===== src/cbd_pkg.sv =====
// Shared types, codes and helpers for the chunked body decoder.
`timescale 1ns / 1ps

package cbd_pkg;

    // Parser phase within one body
    typedef enum logic [2:0] {
        PH_LINE_START = 3'd0,
        PH_SKIP       = 3'd1,
        PH_SKIP_CR    = 3'd2,
        PH_DIGITS     = 3'd3,
        PH_SIZE_LF    = 3'd4,
        PH_DATA       = 3'd5,
        PH_CHUNK_CR   = 3'd6,
        PH_CHUNK_LF   = 3'd7
    } phase_t;

    // Decode status codes
    typedef enum logic [1:0] {
        ST_BUSY     = 2'd0,
        ST_DONE     = 2'd1,
        ST_BAD_SIZE = 2'd2,
        ST_BAD_CRLF = 2'd3
    } status_t;

    localparam logic [7:0] CH_CR = 8'h0D;
    localparam logic [7:0] CH_LF = 8'h0A;

    // Hex digit decode: bit 4 set means not a hex digit, else bits 3:0 hold the value
    function automatic logic [4:0] hex_value(input logic [7:0] c);
        logic [7:0] diff;
        begin
            diff = 8'h00;
            if (c >= 8'h30 && c <= 8'h39) begin
                diff = c - 8'h30;
                hex_value = {1'b0, diff[3:0]};
            end else if (c >= 8'h41 && c <= 8'h46) begin
                diff = c - 8'h37;
                hex_value = {1'b0, diff[3:0]};
            end else if (c >= 8'h61 && c <= 8'h66) begin
                diff = c - 8'h57;
                hex_value = {1'b0, diff[3:0]};
            end else begin
                hex_value = 5'h10;
            end
        end
    endfunction

endpackage


===== src/chunked_body_decoder_core.sv =====
// Top level of the chunked body decoder: byte parser and result register.
`timescale 1ns / 1ps

// Decodes a chunk-encoded message body one byte per beat and returns one result beat
// for every input beat: the payload byte (zero when the byte was framing), a flag that
// it was payload, and the status after that byte (in progress, done, bad size line,
// missing CR LF after chunk data). Each byte is parsed by a single level of logic that
// writes the parser state and the result register at the same edge, so the block takes
// one byte every cycle as long as the result side keeps up; each result is registered. The
// result register lets a new byte in while the last result is being taken. Raise
// body_start on the first byte of each body. Errors and done hold until then.
module chunked_body_decoder_core #(
    parameter int MAX_SIZE_DIGITS = 10
) (
    input  logic       clk,
    input  logic       rst_n,
    input  logic       in_valid,
    output logic       in_ready,
    input  logic [7:0] body_byte,
    input  logic       body_start,
    output logic       out_valid,
    input  logic       out_ready,
    output logic [7:0] payload_byte,
    output logic       payload_valid,
    output logic [1:0] decode_status
);

    localparam int REM_W = 4 * MAX_SIZE_DIGITS;
    localparam int CNT_W = $clog2(MAX_SIZE_DIGITS + 1);

    cbd_pkg::phase_t  phase_reg, phase_next, cur_phase;
    cbd_pkg::status_t status_reg, status_next, cur_status;
    logic [REM_W-1:0] rem_reg, rem_next, cur_rem, rem_dec;
    logic [CNT_W-1:0] cnt_reg, cnt_next, cur_cnt;

    logic       out_valid_reg;
    logic [7:0] pay_reg, pay_next;
    logic       pvalid_reg, pvalid_next;

    logic       accept;
    logic [4:0] hex;
    logic       is_hex;
    logic       room;

    // Accept when the result register is empty or being drained
    assign in_ready = !out_valid_reg || out_ready;
    assign accept   = in_valid && in_ready;

    // Body start clears the parser before this byte is parsed
    assign cur_phase  = body_start ? cbd_pkg::PH_LINE_START : phase_reg;
    assign cur_status = body_start ? cbd_pkg::ST_BUSY : status_reg;
    assign cur_rem    = body_start ? '0 : rem_reg;
    assign cur_cnt    = body_start ? '0 : cnt_reg;

    assign hex     = cbd_pkg::hex_value(body_byte);
    assign is_hex  = !hex[4];
    assign room    = cur_cnt < CNT_W'(MAX_SIZE_DIGITS);
    assign rem_dec = (cur_rem != '0) ? cur_rem - 1'b1 : cur_rem;

    // Next phase and status
    always_comb
    begin
        phase_next  = cur_phase;
        status_next = cur_status;
        if (cur_status == cbd_pkg::ST_BUSY)
        begin
            unique case (cur_phase)
                cbd_pkg::PH_LINE_START:
                begin
                    if (is_hex)
                        phase_next = cbd_pkg::PH_DIGITS;
                    else if (body_byte == cbd_pkg::CH_CR)
                        phase_next = cbd_pkg::PH_SKIP_CR;
                    else
                        phase_next = cbd_pkg::PH_SKIP;
                end
                cbd_pkg::PH_SKIP:
                begin
                    if (body_byte == cbd_pkg::CH_CR)
                        phase_next = cbd_pkg::PH_SKIP_CR;
                end
                cbd_pkg::PH_SKIP_CR:
                begin
                    if (body_byte == cbd_pkg::CH_LF)
                        phase_next = cbd_pkg::PH_DIGITS;
                    else if (body_byte != cbd_pkg::CH_CR)
                        phase_next = cbd_pkg::PH_SKIP;
                end
                cbd_pkg::PH_DIGITS:
                begin
                    if (is_hex && room)
                        phase_next = cbd_pkg::PH_DIGITS;
                    else if (body_byte == cbd_pkg::CH_CR)
                        phase_next = cbd_pkg::PH_SIZE_LF;
                    else
                        status_next = cbd_pkg::ST_BAD_SIZE;
                end
                cbd_pkg::PH_SIZE_LF:
                begin
                    if (body_byte != cbd_pkg::CH_LF)
                        status_next = cbd_pkg::ST_BAD_SIZE;
                    else if (cur_rem == '0)
                        status_next = cbd_pkg::ST_DONE;
                    else
                        phase_next = cbd_pkg::PH_DATA;
                end
                cbd_pkg::PH_DATA:
                begin
                    if (rem_dec == '0)
                        phase_next = cbd_pkg::PH_CHUNK_CR;
                end
                cbd_pkg::PH_CHUNK_CR:
                begin
                    if (body_byte == cbd_pkg::CH_CR)
                        phase_next = cbd_pkg::PH_CHUNK_LF;
                    else
                        status_next = cbd_pkg::ST_BAD_CRLF;
                end
                cbd_pkg::PH_CHUNK_LF:
                begin
                    if (body_byte == cbd_pkg::CH_LF)
                        phase_next = cbd_pkg::PH_LINE_START;
                    else
                        status_next = cbd_pkg::ST_BAD_CRLF;
                end
                default:
                begin
                    phase_next = cbd_pkg::PH_LINE_START;
                end
            endcase
        end
    end

    // Size accumulator, digit count and payload
    always_comb
    begin
        rem_next    = cur_rem;
        cnt_next    = cur_cnt;
        pay_next    = 8'h00;
        pvalid_next = 1'b0;
        if (cur_status == cbd_pkg::ST_BUSY)
        begin
            unique case (cur_phase)
                cbd_pkg::PH_LINE_START:
                begin
                    if (is_hex)
                    begin
                        rem_next = REM_W'(hex[3:0]);
                        cnt_next = CNT_W'(1);
                    end
                end
                cbd_pkg::PH_SKIP_CR:
                begin
                    if (body_byte == cbd_pkg::CH_LF)
                    begin
                        rem_next = '0;
                        cnt_next = '0;
                    end
                end
                cbd_pkg::PH_DIGITS:
                begin
                    if (is_hex && room)
                    begin
                        rem_next = (cur_rem << 4) | REM_W'(hex[3:0]);
                        cnt_next = cur_cnt + 1'b1;
                    end
                end
                cbd_pkg::PH_DATA:
                begin
                    pvalid_next = 1'b1;
                    pay_next    = body_byte;
                    rem_next    = rem_dec;
                end
                cbd_pkg::PH_CHUNK_LF:
                begin
                    if (body_byte == cbd_pkg::CH_LF)
                        cnt_next = '0;
                end
                default:
                begin
                    rem_next = cur_rem;
                end
            endcase
        end
    end

    // Advance parser state on each accepted beat
    always_ff @(posedge clk or negedge rst_n)
    begin
        if (!rst_n)
        begin
            phase_reg  <= cbd_pkg::PH_LINE_START;
            status_reg <= cbd_pkg::ST_BUSY;
            rem_reg    <= '0;
            cnt_reg    <= '0;
        end
        else if (accept)
        begin
            phase_reg  <= phase_next;
            status_reg <= status_next;
            rem_reg    <= rem_next;
            cnt_reg    <= cnt_next;
        end
    end

    // Hold the result beat until it is taken
    always_ff @(posedge clk or negedge rst_n)
    begin
        if (!rst_n)
            out_valid_reg <= 1'b0;
        else if (accept)
            out_valid_reg <= 1'b1;
        else if (out_ready)
            out_valid_reg <= 1'b0;
    end

    always_ff @(posedge clk or negedge rst_n)
    begin
        if (!rst_n)
        begin
            pay_reg    <= 8'h00;
            pvalid_reg <= 1'b0;
        end
        else if (accept)
        begin
            pay_reg    <= pay_next;
            pvalid_reg <= pvalid_next;
        end
    end

    assign out_valid     = out_valid_reg;
    assign payload_byte  = pay_reg;
    assign payload_valid = pvalid_reg;
    assign decode_status = status_reg;

endmodule

===== config.mk =====
export PLATFORM = sky130hd
export DESIGN_NAME = chunked_body_decoder_core
export DESIGN_NICKNAME = d
export VERILOG_FILES = /design/src/cbd_pkg.sv /design/src/chunked_body_decoder_core.sv
export SDC_FILE = /design/constraint.sdc
export NUM_CORES = 1
export LEC_CHECK = 0
export ABC_CLOCK_PERIOD_IN_PS = 3950
export BUFFER_PORTS_ARGS = -buffer_cell sky130_fd_sc_hd__buf_4
export CAP_MARGIN = 20
export CELL_PAD_IN_SITES_DETAIL_PLACEMENT = 1
export CELL_PAD_IN_SITES_GLOBAL_PLACEMENT = 1
export CORE_MARGIN = 4
export CORE_UTILIZATION = 30
export DETAILED_ROUTE_END_ITERATION = 6
export HOLD_SLACK_MARGIN = 0.06
export PLACE_DENSITY_LB_ADDON = 0.15
export SKIP_CTS_REPAIR_TIMING = 1
export SLEW_MARGIN = 20
export SYNTH_ARGS = -nofsm -noshare
export SYNTH_HDL_FRONTEND = slang
export SYNTH_SLANG_ARGS = --single-unit

===== constraint.sdc =====
create_clock -name clk -period 3.95 [get_ports clk]
set_input_delay 0.395 -clock clk [delete_from_list [all_inputs] [get_ports clk]]
set_output_delay 0.395 -clock clk [all_outputs]
set_load 0.05 [all_outputs]

==> results.yml <==
run_status:
  status: "complete, no violations"
pwr:
  power-per-cell-area_nw_per_um2: 415
  p_leak_nw: 2.21
  ir_drop_mv: 0.199
final_layout:
  drive_above_1_share_pct: 13.0
  fin_cells: 808
  syn_to_final_growth_pct: 16.3
  num-fill-cells: 1781
  largest_reg_flops: 40
  n_antenna_cell: 0
  finish.net_count: 637
  fin_util_pct: 36.0
critical_path:
  timing.critical_path.from: "rem_reg[0]$_DFFE_PN0P_"
  arrival_ps: 3880
  cp-end-kind: "flop"
  cp.required_ps: 4180
  critPathKind: "reg -> reg"
  r2r_start: "rem_reg[0]$_DFFE_PN0P_"
  r2r_cells: 9
  worst_setup_path_start_kind: "flop"
  critPathMaxFanout: 12
  r2r_end: "phase_reg[0]$_DFFE_PN0P_"
  r2r_slack_ps: 300
sta:
  hold_violations: 0
  setup-tns-final_ps: 0
  slew_viol_final: 0
  slew-limit-headroom_pct: 37.4
  setup_viol: 0
  fmax_mhz: 274
  min_period_ps: 3650
  fin_crit_sh_pct: 92.5
  setup_slack_ps: 298
  worst_pin_slew_ps: 937
  rsz0062_at_grt: "no"
  skew_ps: 6.90
floorplan:
  row_count: 44
  dieArea_sq_um: 17200
  core_sq_um: 14700
  die_w_um: 131
  ios: 26
  start_util_pct: 30.9
  die_h_um: 131
drt:
  vias: 4957
  drt_iter0_drc: 361
  first_pass_iters: 4
  totalWireLength_mm: 19.3
  viasPerCell: 6.13
  drc: 0
  routedWlPerCell_um: 23.9
  ant_nets: 0
synthesis:
  syn-num-nets: 619
  synth_edf_count: 0
  synth_ff_type: "dfrtp_1"
  ys.warnings.count: 0
  syn_inst: 601
  ys_seq_area_share_pct: 32.5
  synth.distinct_cells: 71
  yosys_register_bits: 59
  syn_area_sq_um: 4550
  async_flop_share_pct: 100
  avgSynthCellArea_sq_um: 7.57
global_routing:
  grt_first_pass_wirelength_mm: 30.9
  grtUsageTotal_pct: 22.6
  grt_overflow_total: 0
  grt_max_degree: 60
  antenna_found_initial: 0
  grt_pass1_vias: 5377
placement:
  dp_worst_setup_slack_ps: 361
  dp.cells: 792
  dp_hpwl_mm: 13.9
  io_buffers: 25
  gp_congestion: 0.890
clock_network:
  clock-sinks: 59
  h-tree-depth: 3
  tritoncts: "done"
  numCtsBuffers: 9
  clkLatencyLatePin_ps: 350
  clk_pin_slew_ps: 50
  clockRootBuffer: "clkbuf_16"
  max-clock-path-buffers: 2
worst_hold_path:
  hp-class: "in -> async"
job:
  cap_violations: 0
-- worst max-delay path: stages, from the launching register on --
cell and delay [ps]:
dfrtp_1 460, or4_4 640, nor4_4 410, nand4_1 440
o21ai_1 250, a21oi_1 120, or4b_2 640, nor4_1 210
and4_1 300, a21oi_1 80
-- layout make-up --
class,instances,area [sq um],share of cell area [%]
Clock buffer,11,233,4.40
Clock inverter,5,77.6,1.47
Inverter,15,56.3,1.06
Multi-Input combinational cell,483,2830,53.6
Sequential cell,59,1480,27.9
Tap cell,184,230,4.35
Timing Repair Buffer,51,383,7.24
-- routing by layer --
layer  wire, um  GRT usage [%]  part of all wire (%)
met3        804           3.98                   4.2
met4        541           8.52                   2.8
met2       9300           37.9                    48
met5          0              0                     0
met1       8670           29.1                    45
-- Yosys cell counts (8+ instances only) --
master,instances,share of area (%)
a22oi_1,25,4.1
nor2_1,59,4.9
nor2b_1,8,1.1
or4_1,9,1.5
inv_1,15,1.2
nand2b_1,8,1.1
dfrtp_1,59,32
nand2_1,73,6.0
o21ai_0,71,7.8
nor4_1,16,2.2
clkbuf_1,40,3.3
nor3_1,21,2.3
a22o_1,9,1.7
nand3_1,10,1.1
a21oi_1,45,5.0
-- how the worst max path moves through the flow --
stage	slack (ps)	to
CTS	320	phase_reg[0]$_DFFE_PN0P_
global placement	350	phase_reg[0]$_DFFE_PN0P_
detailed placement	360	phase_reg[0]$_DFFE_PN0P_
finish	300	phase_reg[0]$_DFFE_PN0P_
floorplan	820	phase_reg[0]$_DFFE_PN0P_
global route	4	phase_reg[0]$_DFFE_PN0P_
-- layout by cell type, fill, tap and decap left out, types with 3 or more instances in the layout --
cell,instances
buf_4,51
a221oi_1,4
nand4_1,5
o41ai_1,3
or4_1,9
clkbuf_16,9
dfrtp_1,59
o21ai_0,71
o21ai_1,7
ha_1,5
a21oi_1,45
nor3_1,21
nor2b_1,8
and2_1,5
nor4_1,16
a22oi_1,25
o21bai_1,3
a32oi_1,5
a31oi_1,6
a211oi_1,3
inv_1,15
xor2_1,5
xnor2_1,4
nand2_1,73
o31ai_1,3
or3_1,6
o221ai_1,4
a2111oi_0,3
nand2b_1,8
nand3_1,10
and3_1,4
a22o_1,9
o21a_1,3
o22ai_1,6
nor2_1,59
-- power breakdown --
part	internal [mW]	switching, mW	total, mW
Sequential	0.629	0.0603	0.689
Clock	0.550	0.299	0.849
Combinational	0.230	0.430	0.660
Total	1.41	0.788	2.20
-- metrics by stage --
| stage | power (mW) | hold WS [ps] | instance area (sq um) |
|---|---|---|---|
| after floorplan | 1.11 | 99.4 | 4550 |
| after global placement | 1.35 | 465 | 4980 |
| after detailed placement | 1.35 | 476 | 4980 |
| after CTS | 2.22 | 173 | 5290 |
| after global routing | 2.32 | 211 | 5290 |
| final | 2.20 | 148 | 5290 |
-- cells by family after synthesis --
| family | Yosys count | share of synthesized area, % |
|---|---|---|
| adder cells (fa/ha/maj) | 5 | 1.38 |
| multiplexers | 2 | 0.440 |
| AND/OR/NAND/NOR | 246 | 27.8 |
| XOR/XNOR | 9 | 1.73 |
| AO/OA/AOI/OAI | 221 | 30.9 |
| flip-flops | 59 | 32.5 |
| buffers and inverters | 59 | 5.23 |
(Power assumes the default switching activity.)
